<file path="config.mk">
export PLATFORM = sky130hd
export DESIGN_NAME = imu_tilt_complementary_filter_unit_flat
export DESIGN_NICKNAME = d
export VERILOG_FILES = /design/src/design/imutf_pkg.sv /design/src/design/imutf_in_if.sv /design/src/design/imutf_out_if.sv /design/src/design/imutf_cfg.sv /design/src/design/imutf_ctrl.sv /design/src/design/imutf_dp.sv /design/src/design/imu_tilt_complementary_filter_unit.sv /design/src/flat_wrapper.sv
export SDC_FILE = /design/constraint.sdc
export NUM_CORES = 2
export LEC_CHECK = 0
export ABC_AREA = 1
export BUFFER_PORTS_ARGS = -buffer_cell sky130_fd_sc_hd__buf_2
export CAP_MARGIN = 25
export CORE_MARGIN = 3
export CORE_UTILIZATION = 25
export CTS_CLUSTER_SIZE = 16
export DETAILED_ROUTE_END_ITERATION = 10
export GPL_TIMING_DRIVEN = 0
export PLACE_DENSITY = 0.38
export SYNTH_ARGS = -nofsm -noshare
export SYNTH_HDL_FRONTEND = slang
export SYNTH_SLANG_ARGS = --single-unit
export TNS_END_PERCENT = 10
</file>
<file path="constraint.sdc">
create_clock -name clk -period 8.84 [get_ports clk]
set_clock_uncertainty 0.15 [all_clocks]
set_input_delay 1.768 -clock clk [delete_from_list [all_inputs] [get_ports clk]]
set_output_delay 1.768 -clock clk [all_outputs]
set_load 0.03 [all_outputs]
</file>
<file path="src/design/imutf_pkg.sv">
// ----------------------------------------------------------------------------
// imutf_pkg
// Shared types, constants and the CORDIC angle table of the tilt filter.
// ----------------------------------------------------------------------------
package imutf_pkg;

  // field widths
  localparam int RAW_W  = 16;
  localparam int TILT_W = 17;
  localparam int REG_W  = 16;

  // default parameter values
  localparam int DEF_ANGLE_FRAC_BITS = 8;
  localparam int DEF_CORDIC_STEPS    = 16;

  // sequencer counts
  localparam int TABLE_LEN  = 24;
  localparam int IDX_W      = 5;
  localparam int SQRT_STEPS = 31;

  // configuration reset values
  localparam logic [REG_W-1:0] BLEND_WEIGHT_RST = 16'd64225;
  localparam logic [REG_W-1:0] GYRO_GAIN_RST    = 16'd10246;

  // register indexes
  localparam logic REG_BLEND_WEIGHT = 1'b0;
  localparam logic REG_GYRO_GAIN    = 1'b1;

  // datapath operations
  typedef enum logic [3:0] {
    OP_NONE,
    OP_LOAD,
    OP_SQ1,
    OP_SQ2,
    OP_SQ3,
    OP_SQRT,
    OP_CSET,
    OP_CORD,
    OP_CRND,
    OP_B0,
    OP_B1,
    OP_B2,
    OP_B3,
    OP_B4,
    OP_B5,
    OP_OUT
  } dp_op_t;

  typedef enum logic [1:0] {
    AX_X,
    AX_Y,
    AX_Z
  } axis_t;

  typedef struct packed {
    dp_op_t           op;
    axis_t            axis;
    logic [IDX_W-1:0] step;
  } dp_cmd_t;

  typedef struct packed {
    logic out_valid;
  } dp_status_t;

  typedef struct packed {
    logic [REG_W-1:0] blend_weight;
    logic [REG_W-1:0] gyro_gain;
  } cfg_regs_t;

  // atan(2^-i) in degrees, Q24
  function automatic logic signed [33:0] atan_q24(input logic [IDX_W-1:0] idx);
    logic signed [33:0] v;
    case (idx)
      5'd0:  v = 34'sd754974720;
      5'd1:  v = 34'sd445687602;
      5'd2:  v = 34'sd235489088;
      5'd3:  v = 34'sd119537938;
      5'd4:  v = 34'sd60000934;
      5'd5:  v = 34'sd30029717;
      5'd6:  v = 34'sd15018523;
      5'd7:  v = 34'sd7509720;
      5'd8:  v = 34'sd3754917;
      5'd9:  v = 34'sd1877466;
      5'd10: v = 34'sd938734;
      5'd11: v = 34'sd469367;
      5'd12: v = 34'sd234684;
      5'd13: v = 34'sd117342;
      5'd14: v = 34'sd58671;
      5'd15: v = 34'sd29335;
      5'd16: v = 34'sd14668;
      5'd17: v = 34'sd7334;
      5'd18: v = 34'sd3667;
      5'd19: v = 34'sd1833;
      5'd20: v = 34'sd917;
      5'd21: v = 34'sd458;
      5'd22: v = 34'sd229;
      5'd23: v = 34'sd115;
      default: v = '0;
    endcase
    return v;
  endfunction

endpackage

</file>
<file path="src/design/imutf_in_if.sv">
// ----------------------------------------------------------------------------
// imutf_in_if
// Sample channel: one six-axis sample per transfer.
// ----------------------------------------------------------------------------
interface imutf_in_if;
  logic                                valid;
  logic                                ready;
  logic signed [imutf_pkg::RAW_W-1:0]  accel_x;
  logic signed [imutf_pkg::RAW_W-1:0]  accel_y;
  logic signed [imutf_pkg::RAW_W-1:0]  accel_z;
  logic signed [imutf_pkg::RAW_W-1:0]  gyro_x;
  logic signed [imutf_pkg::RAW_W-1:0]  gyro_y;
  logic signed [imutf_pkg::RAW_W-1:0]  gyro_z;

  modport source (output valid, accel_x, accel_y, accel_z, gyro_x, gyro_y, gyro_z,
                  input ready);
  modport sink (input valid, accel_x, accel_y, accel_z, gyro_x, gyro_y, gyro_z,
                output ready);
endinterface

</file>
<file path="src/design/imutf_out_if.sv">
// ----------------------------------------------------------------------------
// imutf_out_if
// Result channel: three tilt estimates per transfer.
// ----------------------------------------------------------------------------
interface imutf_out_if;
  logic                                valid;
  logic                                ready;
  logic signed [imutf_pkg::TILT_W-1:0] tilt_x;
  logic signed [imutf_pkg::TILT_W-1:0] tilt_y;
  logic signed [imutf_pkg::TILT_W-1:0] tilt_z;

  modport source (output valid, tilt_x, tilt_y, tilt_z, input ready);
  modport sink (input valid, tilt_x, tilt_y, tilt_z, output ready);
endinterface

</file>
<file path="src/design/imutf_cfg.sv">
// ----------------------------------------------------------------------------
// imutf_cfg
// APB register file holding blend weight and gyro gain.
// ----------------------------------------------------------------------------
module imutf_cfg (
  input  logic                    clk,
  input  logic                    rst_n,
  input  logic                    psel,
  input  logic                    penable,
  input  logic                    pwrite,
  input  logic [2:0]              paddr,
  input  logic [31:0]             pwdata,
  output logic [31:0]             prdata,
  output logic                    pready,
  output imutf_pkg::cfg_regs_t    regs
);

  logic [imutf_pkg::REG_W-1:0] blend_weight_r;
  logic [imutf_pkg::REG_W-1:0] gyro_gain_r;
  logic                        wr_en;

  assign pready = 1'b1;
  assign wr_en  = psel && penable && pwrite;

  // register writes
  always_ff @(posedge clk) begin
    if (!rst_n) begin
      blend_weight_r <= imutf_pkg::BLEND_WEIGHT_RST;
      gyro_gain_r    <= imutf_pkg::GYRO_GAIN_RST;
    end else if (wr_en) begin
      if (paddr[2] == imutf_pkg::REG_BLEND_WEIGHT) begin
        blend_weight_r <= pwdata[imutf_pkg::REG_W-1:0];
      end else begin
        gyro_gain_r <= pwdata[imutf_pkg::REG_W-1:0];
      end
    end
  end

  // read mux
  always_comb begin
    if (paddr[2] == imutf_pkg::REG_GYRO_GAIN) begin
      prdata = {16'd0, gyro_gain_r};
    end else begin
      prdata = {16'd0, blend_weight_r};
    end
  end

  assign regs.blend_weight = blend_weight_r;
  assign regs.gyro_gain    = gyro_gain_r;

endmodule

</file>
<file path="src/design/imutf_ctrl.sv">
// ----------------------------------------------------------------------------
// imutf_ctrl
// Sequencer: per axis square root, CORDIC and blend, then result hand-off.
// ----------------------------------------------------------------------------
module imutf_ctrl #(
  parameter int CORDIC_STEPS = imutf_pkg::DEF_CORDIC_STEPS
) (
  input  logic                   clk,
  input  logic                   rst_n,
  input  logic                   in_valid,
  output logic                   in_ready,
  input  logic                   out_ready,
  input  imutf_pkg::dp_status_t  status,
  output imutf_pkg::dp_cmd_t     cmd
);

  typedef enum logic [3:0] {
    S_IDLE, S_SQ1, S_SQ2, S_SQ3, S_SQRT, S_CSET, S_CORD, S_CRND,
    S_B0, S_B1, S_B2, S_B3, S_B4, S_B5, S_DONE
  } state_t;

  localparam logic [imutf_pkg::IDX_W-1:0] SQRT_LAST =
    imutf_pkg::IDX_W'(imutf_pkg::SQRT_STEPS - 1);
  localparam logic [imutf_pkg::IDX_W-1:0] CORD_LAST =
    imutf_pkg::IDX_W'(CORDIC_STEPS - 1);

  state_t                        state_r, state_nxt;
  imutf_pkg::axis_t              axis_r, axis_nxt;
  logic [imutf_pkg::IDX_W-1:0]   cnt_r, cnt_nxt;
  logic                          out_free;

  assign out_free = !status.out_valid || out_ready;
  assign in_ready = (state_r == S_IDLE);

  // next state and command
  always_comb begin
    state_nxt = state_r;
    axis_nxt  = axis_r;
    cnt_nxt   = cnt_r;
    cmd.op    = imutf_pkg::OP_NONE;
    cmd.axis  = axis_r;
    cmd.step  = cnt_r;
    case (state_r)
      S_IDLE: begin
        if (in_valid) begin
          cmd.op    = imutf_pkg::OP_LOAD;
          axis_nxt  = imutf_pkg::AX_X;
          state_nxt = S_SQ1;
        end
      end
      S_SQ1: begin
        cmd.op    = imutf_pkg::OP_SQ1;
        state_nxt = S_SQ2;
      end
      S_SQ2: begin
        cmd.op    = imutf_pkg::OP_SQ2;
        state_nxt = S_SQ3;
      end
      S_SQ3: begin
        cmd.op    = imutf_pkg::OP_SQ3;
        cnt_nxt   = '0;
        state_nxt = S_SQRT;
      end
      S_SQRT: begin
        cmd.op  = imutf_pkg::OP_SQRT;
        cnt_nxt = cnt_r + 1'b1;
        if (cnt_r == SQRT_LAST) begin
          state_nxt = S_CSET;
        end
      end
      S_CSET: begin
        cmd.op    = imutf_pkg::OP_CSET;
        cnt_nxt   = '0;
        state_nxt = S_CORD;
      end
      S_CORD: begin
        cmd.op  = imutf_pkg::OP_CORD;
        cnt_nxt = cnt_r + 1'b1;
        if (cnt_r == CORD_LAST) begin
          state_nxt = S_CRND;
        end
      end
      S_CRND: begin
        cmd.op    = imutf_pkg::OP_CRND;
        state_nxt = S_B0;
      end
      S_B0: begin
        cmd.op    = imutf_pkg::OP_B0;
        state_nxt = S_B1;
      end
      S_B1: begin
        cmd.op    = imutf_pkg::OP_B1;
        state_nxt = S_B2;
      end
      S_B2: begin
        cmd.op    = imutf_pkg::OP_B2;
        state_nxt = S_B3;
      end
      S_B3: begin
        cmd.op    = imutf_pkg::OP_B3;
        state_nxt = S_B4;
      end
      S_B4: begin
        cmd.op    = imutf_pkg::OP_B4;
        state_nxt = S_B5;
      end
      S_B5: begin
        cmd.op = imutf_pkg::OP_B5;
        case (axis_r)
          imutf_pkg::AX_X: begin
            axis_nxt  = imutf_pkg::AX_Y;
            state_nxt = S_SQ1;
          end
          imutf_pkg::AX_Y: begin
            axis_nxt  = imutf_pkg::AX_Z;
            state_nxt = S_SQ1;
          end
          default: begin
            state_nxt = S_DONE;
          end
        endcase
      end
      S_DONE: begin
        if (out_free) begin
          cmd.op    = imutf_pkg::OP_OUT;
          state_nxt = S_IDLE;
        end
      end
      default: begin
        state_nxt = S_IDLE;
      end
    endcase
  end

  // state registers
  always_ff @(posedge clk) begin
    if (!rst_n) begin
      state_r <= S_IDLE;
      axis_r  <= imutf_pkg::AX_X;
      cnt_r   <= '0;
    end else begin
      state_r <= state_nxt;
      axis_r  <= axis_nxt;
      cnt_r   <= cnt_nxt;
    end
  end

endmodule

</file>
<file path="src/design/imutf_dp.sv">
// ----------------------------------------------------------------------------
// imutf_dp
// Datapath: shared multiplier, bit-serial square root, CORDIC, blend, output.
// ----------------------------------------------------------------------------
module imutf_dp #(
  parameter int ANGLE_FRAC_BITS = imutf_pkg::DEF_ANGLE_FRAC_BITS
) (
  input  logic                                  clk,
  input  logic                                  rst_n,
  input  imutf_pkg::dp_cmd_t                    cmd,
  input  imutf_pkg::cfg_regs_t                  cfg,
  input  logic signed [imutf_pkg::RAW_W-1:0]    accel_x,
  input  logic signed [imutf_pkg::RAW_W-1:0]    accel_y,
  input  logic signed [imutf_pkg::RAW_W-1:0]    accel_z,
  input  logic signed [imutf_pkg::RAW_W-1:0]    gyro_x,
  input  logic signed [imutf_pkg::RAW_W-1:0]    gyro_y,
  input  logic                                  out_ready,
  output imutf_pkg::dp_status_t                 status,
  output logic                                  out_valid,
  output logic signed [imutf_pkg::TILT_W-1:0]   tilt_x,
  output logic signed [imutf_pkg::TILT_W-1:0]   tilt_y,
  output logic signed [imutf_pkg::TILT_W-1:0]   tilt_z
);

  localparam int F     = ANGLE_FRAC_BITS;
  localparam int EW    = 9 + F;        // estimate width
  localparam int SW    = 50 + F;       // blend sum width
  localparam int RW    = SW - 36;      // rounded blend width
  localparam int ZR    = 10 + F;       // rounded cordic angle width
  localparam int CW    = 35;           // cordic x and y width
  localparam int BW    = 34;           // multiplier signed operand width
  localparam int PW    = 52;           // product width
  localparam int TW    = imutf_pkg::TILT_W;
  localparam logic signed [EW-1:0] DEG90  = EW'(90 * (2 ** F));
  localparam logic signed [RW-1:0] SAT    = RW'(180 * (2 ** F));
  localparam logic signed [33:0]   ZHALF  = 34'(2 ** (23 - F));
  localparam logic signed [SW-1:0] BHALF  = SW'(64'sd1 <<< 35);

  function automatic logic [16:0] mag16(input logic signed [15:0] v);
    logic signed [16:0] e;
    e = 17'(v);
    return e[16] ? 17'(-e) : e;
  endfunction

  // captured sample
  logic signed [15:0]       ax_r, ay_r, az_r, gx_r, gy_r;
  // multiplier
  logic [16:0]              mul_a;
  logic signed [BW-1:0]     mul_b;
  logic signed [PW-1:0]     prod_r;
  // square root
  logic [31:0]              sq_r;
  logic [31:0]              sq_sum;
  logic [61:0]              rad_r;
  logic [32:0]              rem_r;
  logic [30:0]              res_r;
  logic [34:0]              rem_t;
  logic [34:0]              trial;
  // cordic
  logic signed [32:0]       num_s, den_s;
  logic signed [CW-1:0]     cx_r, cy_r, xs, ys;
  logic signed [33:0]       cz_r, cz_h;
  logic signed [ZR-1:0]     zr;
  logic                     neg_r, numneg_r, ynz_r, xz_r;
  logic signed [EW-1:0]     acc_r;
  // blend
  logic signed [SW-1:0]     sum_r, prod_ext, sum_h;
  logic signed [RW-1:0]     rnd;
  logic signed [EW-1:0]     est_r [3];
  logic signed [EW-1:0]     est_sel, est_new;
  logic signed [15:0]       gyro_sel, p_op, q_op;
  logic [1:0]               ai;
  // output
  logic                     out_valid_r;
  logic signed [TW-1:0]     tx_r, ty_r, tz_r;
  logic signed [EW+TW-1:0]  ex0, ex1, ex2;

  assign ai = cmd.axis;

  // per-axis operand selection
  always_comb begin
    case (cmd.axis)
      imutf_pkg::AX_X: begin
        p_op = ax_r; q_op = az_r; gyro_sel = gx_r;
        num_s = 33'(ay_r) <<< 15; den_s = 33'({2'b00, res_r});
      end
      imutf_pkg::AX_Y: begin
        p_op = ay_r; q_op = az_r; gyro_sel = gy_r;
        num_s = 33'(ax_r) <<< 15; den_s = 33'({2'b00, res_r});
      end
      default: begin
        p_op = ax_r; q_op = ay_r; gyro_sel = '0;
        num_s = 33'({2'b00, res_r}); den_s = 33'(az_r) <<< 15;
      end
    endcase
  end

  assign est_sel = est_r[ai];

  // shared multiplier operands
  always_comb begin
    case (cmd.op)
      imutf_pkg::OP_SQ1: begin
        mul_a = mag16(p_op); mul_b = BW'(mag16(p_op));
      end
      imutf_pkg::OP_SQ2: begin
        mul_a = mag16(q_op); mul_b = BW'(mag16(q_op));
      end
      imutf_pkg::OP_B0: begin
        mul_a = 17'(cfg.gyro_gain); mul_b = BW'(gyro_sel);
      end
      imutf_pkg::OP_B1: begin
        mul_a = 17'(cfg.blend_weight); mul_b = prod_r[BW-1:0];
      end
      imutf_pkg::OP_B2: begin
        mul_a = 17'(cfg.blend_weight); mul_b = BW'(est_sel);
      end
      imutf_pkg::OP_B3: begin
        mul_a = 17'(18'd65536 - 18'(cfg.blend_weight)); mul_b = BW'(acc_r);
      end
      default: begin
        mul_a = '0; mul_b = '0;
      end
    endcase
  end

  // square root step and sum of squares
  assign sq_sum = sq_r + prod_r[31:0];
  assign rem_t  = {rem_r, rad_r[61:60]};
  assign trial  = {2'b00, res_r, 2'b01};

  // cordic shifts and rounding
  assign xs   = cx_r >>> cmd.step;
  assign ys   = cy_r >>> cmd.step;
  assign cz_h = cz_r + ZHALF;
  assign zr   = ZR'(cz_h >>> (24 - F));

  // blend rounding and saturation
  assign prod_ext = SW'(prod_r);
  assign sum_h    = sum_r + BHALF;
  assign rnd      = RW'(sum_h >>> 36);
  always_comb begin
    if (rnd > SAT) begin
      est_new = EW'(SAT);
    end else if (rnd < -SAT) begin
      est_new = EW'(-SAT);
    end else begin
      est_new = EW'(rnd);
    end
  end

  // payload registers
  always_ff @(posedge clk) begin
    case (cmd.op)
      imutf_pkg::OP_LOAD: begin
        ax_r <= accel_x; ay_r <= accel_y; az_r <= accel_z;
        gx_r <= gyro_x;  gy_r <= gyro_y;
      end
      imutf_pkg::OP_SQ2: begin
        sq_r <= prod_r[31:0];
      end
      imutf_pkg::OP_SQ3: begin
        rad_r <= {sq_sum, 30'd0};
        rem_r <= '0;
        res_r <= '0;
      end
      imutf_pkg::OP_SQRT: begin
        rad_r <= {rad_r[59:0], 2'b00};
        if (rem_t >= trial) begin
          rem_r <= 33'(rem_t - trial);
          res_r <= {res_r[29:0], 1'b1};
        end else begin
          rem_r <= rem_t[32:0];
          res_r <= {res_r[29:0], 1'b0};
        end
      end
      imutf_pkg::OP_CSET: begin
        cy_r     <= num_s[32] ? CW'(-num_s) : CW'(num_s);
        cx_r     <= den_s[32] ? CW'(-den_s) : CW'(den_s);
        cz_r     <= '0;
        neg_r    <= num_s[32] ^ den_s[32];
        numneg_r <= num_s[32];
        ynz_r    <= (num_s != '0);
        xz_r     <= (den_s == '0);
      end
      imutf_pkg::OP_CORD: begin
        if (cy_r > 0) begin
          cx_r <= cx_r + ys;
          cy_r <= cy_r - xs;
          cz_r <= cz_r + imutf_pkg::atan_q24(cmd.step);
        end else begin
          cx_r <= cx_r - ys;
          cy_r <= cy_r + xs;
          cz_r <= cz_r - imutf_pkg::atan_q24(cmd.step);
        end
      end
      imutf_pkg::OP_CRND: begin
        if (!ynz_r) begin
          acc_r <= '0;
        end else if (xz_r) begin
          acc_r <= numneg_r ? -DEG90 : DEG90;
        end else begin
          acc_r <= neg_r ? EW'(-zr) : EW'(zr);
        end
      end
      imutf_pkg::OP_B2: begin
        sum_r <= prod_ext;
      end
      imutf_pkg::OP_B3, imutf_pkg::OP_B4: begin
        sum_r <= sum_r + (prod_ext <<< 20);
      end
      default: begin
      end
    endcase
    prod_r <= $signed({1'b0, mul_a}) * mul_b;
  end

  // estimate state
  always_ff @(posedge clk) begin
    if (!rst_n) begin
      est_r[0] <= '0;
      est_r[1] <= '0;
      est_r[2] <= '0;
    end else if (cmd.op == imutf_pkg::OP_B5) begin
      est_r[ai] <= est_new;
    end
  end

  // result register
  assign ex0 = (EW+TW)'(est_r[0]);
  assign ex1 = (EW+TW)'(est_r[1]);
  assign ex2 = (EW+TW)'(est_r[2]);

  always_ff @(posedge clk) begin
    if (cmd.op == imutf_pkg::OP_OUT) begin
      tx_r <= ex0[TW-1:0];
      ty_r <= ex1[TW-1:0];
      tz_r <= ex2[TW-1:0];
    end
  end

  always_ff @(posedge clk) begin
    if (!rst_n) begin
      out_valid_r <= 1'b0;
    end else if (cmd.op == imutf_pkg::OP_OUT) begin
      out_valid_r <= 1'b1;
    end else if (out_ready) begin
      out_valid_r <= 1'b0;
    end
  end

  assign out_valid        = out_valid_r;
  assign status.out_valid = out_valid_r;
  assign tilt_x           = tx_r;
  assign tilt_y           = ty_r;
  assign tilt_z           = tz_r;

endmodule

</file>
<file path="src/design/imu_tilt_complementary_filter_unit.sv">
// ----------------------------------------------------------------------------
// imu_tilt_complementary_filter_unit
// Processing: one sample at a time; a new sample is accepted only once the
//   previous result has been handed to the output register.
//   The hand-off waits while an earlier result is still held and not taken;
//   each axis runs a bit-serial square root and the shared CORDIC and
//   multiplier in turn.
// Reset: synchronous active-low; clears the estimates and loads register defaults.
// ----------------------------------------------------------------------------
module imu_tilt_complementary_filter_unit #(
  parameter int ANGLE_FRAC_BITS = imutf_pkg::DEF_ANGLE_FRAC_BITS,
  parameter int CORDIC_STEPS    = imutf_pkg::DEF_CORDIC_STEPS
) (
  input  logic         clk,
  input  logic         rst_n,
  imutf_in_if.sink     in_ch,
  imutf_out_if.source  out_ch,
  input  logic         cfg_psel,
  input  logic         cfg_penable,
  input  logic         cfg_pwrite,
  input  logic [2:0]   cfg_paddr,
  input  logic [31:0]  cfg_pwdata,
  output logic [31:0]  cfg_prdata,
  output logic         cfg_pready
);

  imutf_pkg::dp_cmd_t    cmd;
  imutf_pkg::dp_status_t status;
  imutf_pkg::cfg_regs_t  regs;

  // configuration registers
  imutf_cfg u_cfg (
    .clk     (clk),
    .rst_n   (rst_n),
    .psel    (cfg_psel),
    .penable (cfg_penable),
    .pwrite  (cfg_pwrite),
    .paddr   (cfg_paddr),
    .pwdata  (cfg_pwdata),
    .prdata  (cfg_prdata),
    .pready  (cfg_pready),
    .regs    (regs)
  );

  // sequencer
  imutf_ctrl #(
    .CORDIC_STEPS (CORDIC_STEPS)
  ) u_ctrl (
    .clk       (clk),
    .rst_n     (rst_n),
    .in_valid  (in_ch.valid),
    .in_ready  (in_ch.ready),
    .out_ready (out_ch.ready),
    .status    (status),
    .cmd       (cmd)
  );

  // datapath
  imutf_dp #(
    .ANGLE_FRAC_BITS (ANGLE_FRAC_BITS)
  ) u_dp (
    .clk       (clk),
    .rst_n     (rst_n),
    .cmd       (cmd),
    .cfg       (regs),
    .accel_x   (in_ch.accel_x),
    .accel_y   (in_ch.accel_y),
    .accel_z   (in_ch.accel_z),
    .gyro_x    (in_ch.gyro_x),
    .gyro_y    (in_ch.gyro_y),
    .out_ready (out_ch.ready),
    .status    (status),
    .out_valid (out_ch.valid),
    .tilt_x    (out_ch.tilt_x),
    .tilt_y    (out_ch.tilt_y),
    .tilt_z    (out_ch.tilt_z)
  );

endmodule
</file>
<file path="src/flat_wrapper.sv">
// flat-port wrapper written by rule: the top's interface ports become plain ports
module imu_tilt_complementary_filter_unit_flat 
#(
  parameter int ANGLE_FRAC_BITS = imutf_pkg::DEF_ANGLE_FRAC_BITS,
  parameter int CORDIC_STEPS    = imutf_pkg::DEF_CORDIC_STEPS
)
  (clk, rst_n, cfg_psel, cfg_penable, cfg_pwrite, cfg_paddr, cfg_pwdata, cfg_prdata, cfg_pready, in_ch_valid, in_ch_accel_x, in_ch_accel_y, in_ch_accel_z, in_ch_gyro_x, in_ch_gyro_y, in_ch_gyro_z, in_ch_ready, out_ch_valid, out_ch_tilt_x, out_ch_tilt_y, out_ch_tilt_z, out_ch_ready);
  imutf_in_if in_ch_i ();
  imutf_out_if out_ch_i ();
  input  logic clk;
  input  logic rst_n;
  input  logic cfg_psel;
  input  logic cfg_penable;
  input  logic cfg_pwrite;
  input  logic [2:0] cfg_paddr;
  input  logic [31:0] cfg_pwdata;
  output logic [31:0] cfg_prdata;
  output logic cfg_pready;
  input wire logic [$bits(in_ch_i.valid)-1:0] in_ch_valid;
  input wire logic [$bits(in_ch_i.accel_x)-1:0] in_ch_accel_x;
  input wire logic [$bits(in_ch_i.accel_y)-1:0] in_ch_accel_y;
  input wire logic [$bits(in_ch_i.accel_z)-1:0] in_ch_accel_z;
  input wire logic [$bits(in_ch_i.gyro_x)-1:0] in_ch_gyro_x;
  input wire logic [$bits(in_ch_i.gyro_y)-1:0] in_ch_gyro_y;
  input wire logic [$bits(in_ch_i.gyro_z)-1:0] in_ch_gyro_z;
  output wire logic [$bits(in_ch_i.ready)-1:0] in_ch_ready;
  output wire logic [$bits(out_ch_i.valid)-1:0] out_ch_valid;
  output wire logic [$bits(out_ch_i.tilt_x)-1:0] out_ch_tilt_x;
  output wire logic [$bits(out_ch_i.tilt_y)-1:0] out_ch_tilt_y;
  output wire logic [$bits(out_ch_i.tilt_z)-1:0] out_ch_tilt_z;
  input wire logic [$bits(out_ch_i.ready)-1:0] out_ch_ready;
  assign in_ch_i.valid = in_ch_valid;
  assign in_ch_i.accel_x = in_ch_accel_x;
  assign in_ch_i.accel_y = in_ch_accel_y;
  assign in_ch_i.accel_z = in_ch_accel_z;
  assign in_ch_i.gyro_x = in_ch_gyro_x;
  assign in_ch_i.gyro_y = in_ch_gyro_y;
  assign in_ch_i.gyro_z = in_ch_gyro_z;
  assign in_ch_ready = in_ch_i.ready;
  assign out_ch_valid = out_ch_i.valid;
  assign out_ch_tilt_x = out_ch_i.tilt_x;
  assign out_ch_tilt_y = out_ch_i.tilt_y;
  assign out_ch_tilt_z = out_ch_i.tilt_z;
  assign out_ch_i.ready = out_ch_ready;
  imu_tilt_complementary_filter_unit #(.ANGLE_FRAC_BITS(ANGLE_FRAC_BITS), .CORDIC_STEPS(CORDIC_STEPS)) u_core (.clk(clk), .rst_n(rst_n), .in_ch(in_ch_i), .out_ch(out_ch_i), .cfg_psel(cfg_psel), .cfg_penable(cfg_penable), .cfg_pwrite(cfg_pwrite), .cfg_paddr(cfg_paddr), .cfg_pwdata(cfg_pwdata), .cfg_prdata(cfg_prdata), .cfg_pready(cfg_pready));
endmodule
</file>
==> results_dict.tcl <==
set metrics [dict create \
    outcome "completed" \
    ys_async_sr_fraction_pct 0 \
    initial_utilization_pct 25.2 \
    hold_path_class "reg -> reg" \
    period_share_pct 97.3 \
    drt_first_pass_iters 6 \
    ys_warn_count 0 \
    clock.fmax_ghz 0.116 \
    setup_tns_ns 0 \
    clock_latency_ns 0.71 \
    cts_buffer_depth 3 \
    powerDensity_nw_per_um2 218 \
    synth_compound_area_share_pct 12.3 \
    rsz0062_at_grt "yes" \
    drc 0 \
    fill_cells 28700 \
    cp-start-kind "flip-flop" \
    vias_per_cell 4.85 \
    seq_area_um2 17300 \
    crit_type "reg -> reg" \
    setup_violations 0 \
    htree_levels 3 \
    crit_path_max_fanout 10 \
    routabilityCongestion 0.944 \
    clkSlewWorstSetupHoldPaths_ns 0.07 \
    combinationalPowerShare_pct 54.3 \
    synthFlopType "edfxtp_1" \
    ant_nets 0 \
    initialDrtViolationCount 5156 \
    tightest_slew_ns 1.12 \
    post-dp-hpwl_mm 250 \
    ios 224 \
    drive_gt1_share_pct 8.66 \
    wl_per_cell_um 23.7 \
    power_leakage_nw 36.1 \
    swShare_pct 49.4 \
    slew_violations 0 \
    crit_path_end_kind "flip-flop" \
    area_delta_synth_final_pct 15.1 \
    grt_max_degree 52 \
    synth_cell_type_count 71 \
    die_h_um 518 \
    antenna_found_initial 13 \
    layout_common_cells "nand2_1 (1,935), inv_1 (1,538), nor2_1 (772), nand3_1 (611), fa_1 (554)" \
    numCtsBuffers 82 \
    ctsHoldBuffers 0 \
    cp_slowest_cell "fa_1" \
    synthesis.area_um2 65600 \
    die_area_um2 269000 \
    synth_top_family_by_area "adder cells" \
    yosysSeqAreaShare_pct 26.3 \
    synth-edff-count 489 \
    dp_cells 12500 \
    routed_wirelength_mm 300 \
    grt_pass1_vias 61000 \
    crit_path_frequent_cell "inv_1" \
    final-instance-count-excl-fill 12600 \
    synth-adder-area-share_pct 23.5 \
    fp.coreArea_um2 260000 \
    cts_root_buf "clkbuf_16" \
    reg2reg_slack_ns 0.24 \
    synth_seq_cells 617 \
    drv_cap 0 \
    crit_arrival_ns 9.07 \
    synthCells 8738 \
    cts_sinks 617 \
    min_period_ns 8.60 \
    final_util_pct 29.0 \
    num_rows 187 \
    multi_input_area_um2 41800 \
    finalHoldViolCount 0 \
    avgSynthCellArea_um2 7.51 \
    synth_xor_area_share_pct 3.59 \
    overflow 0 \
    synthSimpleGateAreaFrac_pct 23.1 \
    vias 61300 \
    cp.required_ns 9.31 \
    p_int_mw 8.35 \
    grt_use_total_pct 21.8 \
    cts_tree "done" \
    switching_power_mw 8.14 \
    hold_slack_ns 0.309 \
    grt_pass1_wl_mm 433 \
    portBuffers 172 \
    ir_drop_mv 0.159 \
    nets 10100 \
    clkPwrFrac_pct 22.1 \
    power_frac_seq_pct 23.6 \
    slew_headroom_pct 24.7 \
    max_stage_delay_ns 0.55 \
    synth.area.mux_share_pct 0 \
    layout_commonest_cell "nand2_1" \
    die_x_um 518 \
]
power by group through the flow:
stage | Combinational, mW | Clock, mW | Sequential [mW]
CTS | 8.87 | 3.74 | 3.90
detailed placement | 8.62 | 0 | 3.95
global placement | 8.57 | 0 | 4.01
global route | 9.86 | 3.85 | 3.91
floorplan | 5.38 | 0 | 3.77
finish | 8.95 | 3.64 | 3.89
cells by family after synthesis:
group | count (synthesis)
and+or+nand+nor | 3652
buffers and inverters | 1878
AOI/OAI and AO/OA | 1420
adders and majority gates | 900
DFF | 617
xor gates and xnor gates | 269
other | 2
worst max-delay path, delay by kind of cell (launching register included):
kind / cells / cell delay [ns]
simple gates: 6 / 0.78
buf+inv: 11 / 1.81
compound gates: 7 / 1.80
flops: 1 / 0.39
xor+xnor: 2 / 0.33
fa+ha+maj: 7 / 3.25
sequential cells by signal, indices dropped and copies added, names as in the netlist, 32 cells and up, named ones only:
signal / cells
u_core.u_dp.est_r: 68
u_core.u_dp.prod_r: 52
u_core.u_dp.sum_r: 38
u_core.u_dp.cx_r: 35
u_core.u_dp.cy_r: 35
u_core.u_dp.cz_r: 33
u_core.u_dp.rem_r: 33
u_core.u_dp.rad_r: 32
u_core.u_dp.sq_r: 32
area by class of cell:
class	count	share of cell area (%)
Buffer	305	2.13
Sequential cell	617	22.8
Multi-Input combinational cell	6258	55.4
Timing Repair Buffer	230	2.25
Tap cell	3496	5.79
Antenna cell	9	0.0298
Inverter	1573	7.85
Timing Repair inverter	1	0.00662
Clock inverter	54	0.937
Clock buffer	97	2.83
per-stage QoR:
| stage | total power, mW | area [µm²] | setup WS [ns] |
|---|---|---|---|
| global placement | 12.6 | 70900 | -3.46 |
| global route | 17.6 | 75600 | -0.0696 |
| finish | 16.5 | 75600 | 0.235 |
| detailed placement | 12.6 | 71500 | -1.91 |
| floorplan | 9.15 | 65700 | 0.779 |
| CTS | 16.5 | 75000 | -0.00373 |
cell usage after synthesis, drive strengths merged (96+ instances only):
cell type	n	area, µm²
xor2	178	1560
nand2	1955	7350
ha	344	4300
edfxtp	489	14700
o21ai	532	2680
fa	556	11100
nand3	621	3120
a21oi	521	2610
nor3	96	495
dfxtp	128	2560
clkbuf	143	537
nor2	802	3060
inv	1569	5890
buf	162	875
what timing repair did:
action,in CTS,in global routing
buffers inserted,11,14
endpoints found under the setup margin,38,29
pin swaps,6,13
resized for setup,159,128
cloned,0,1
path summary, 6_finish.rpt:
kind                           startpoint                endpoint  depth (start not counted)
setup reg to reg  u_core.u_ctrl.axis_r[1]  u_core.u_dp.prod_r[41]                         33
hold / removal    u_core.u_dp.est_r[1][4]        out_ch_tilt_y[4]                          0
hold reg to reg   u_core.u_dp.est_r[1][4]        out_ch_tilt_y[4]                          0
setup / recovery  u_core.u_ctrl.axis_r[1]  u_core.u_dp.prod_r[41]                         33
layer usage:
metal | global-route usage (%) | share of wire (%) | vias up
met5 | 0 | 0.0040 | -
met4 | 7.82 | 4.0 | 2
met3 | 2.16 | 4.6 | 313
met2 | 34.6 | 45 | 1702
met1 | 30.6 | 46 | 30400
li1 | - | - | 28800
Note: power is estimated with default switching activity, not from simulation.
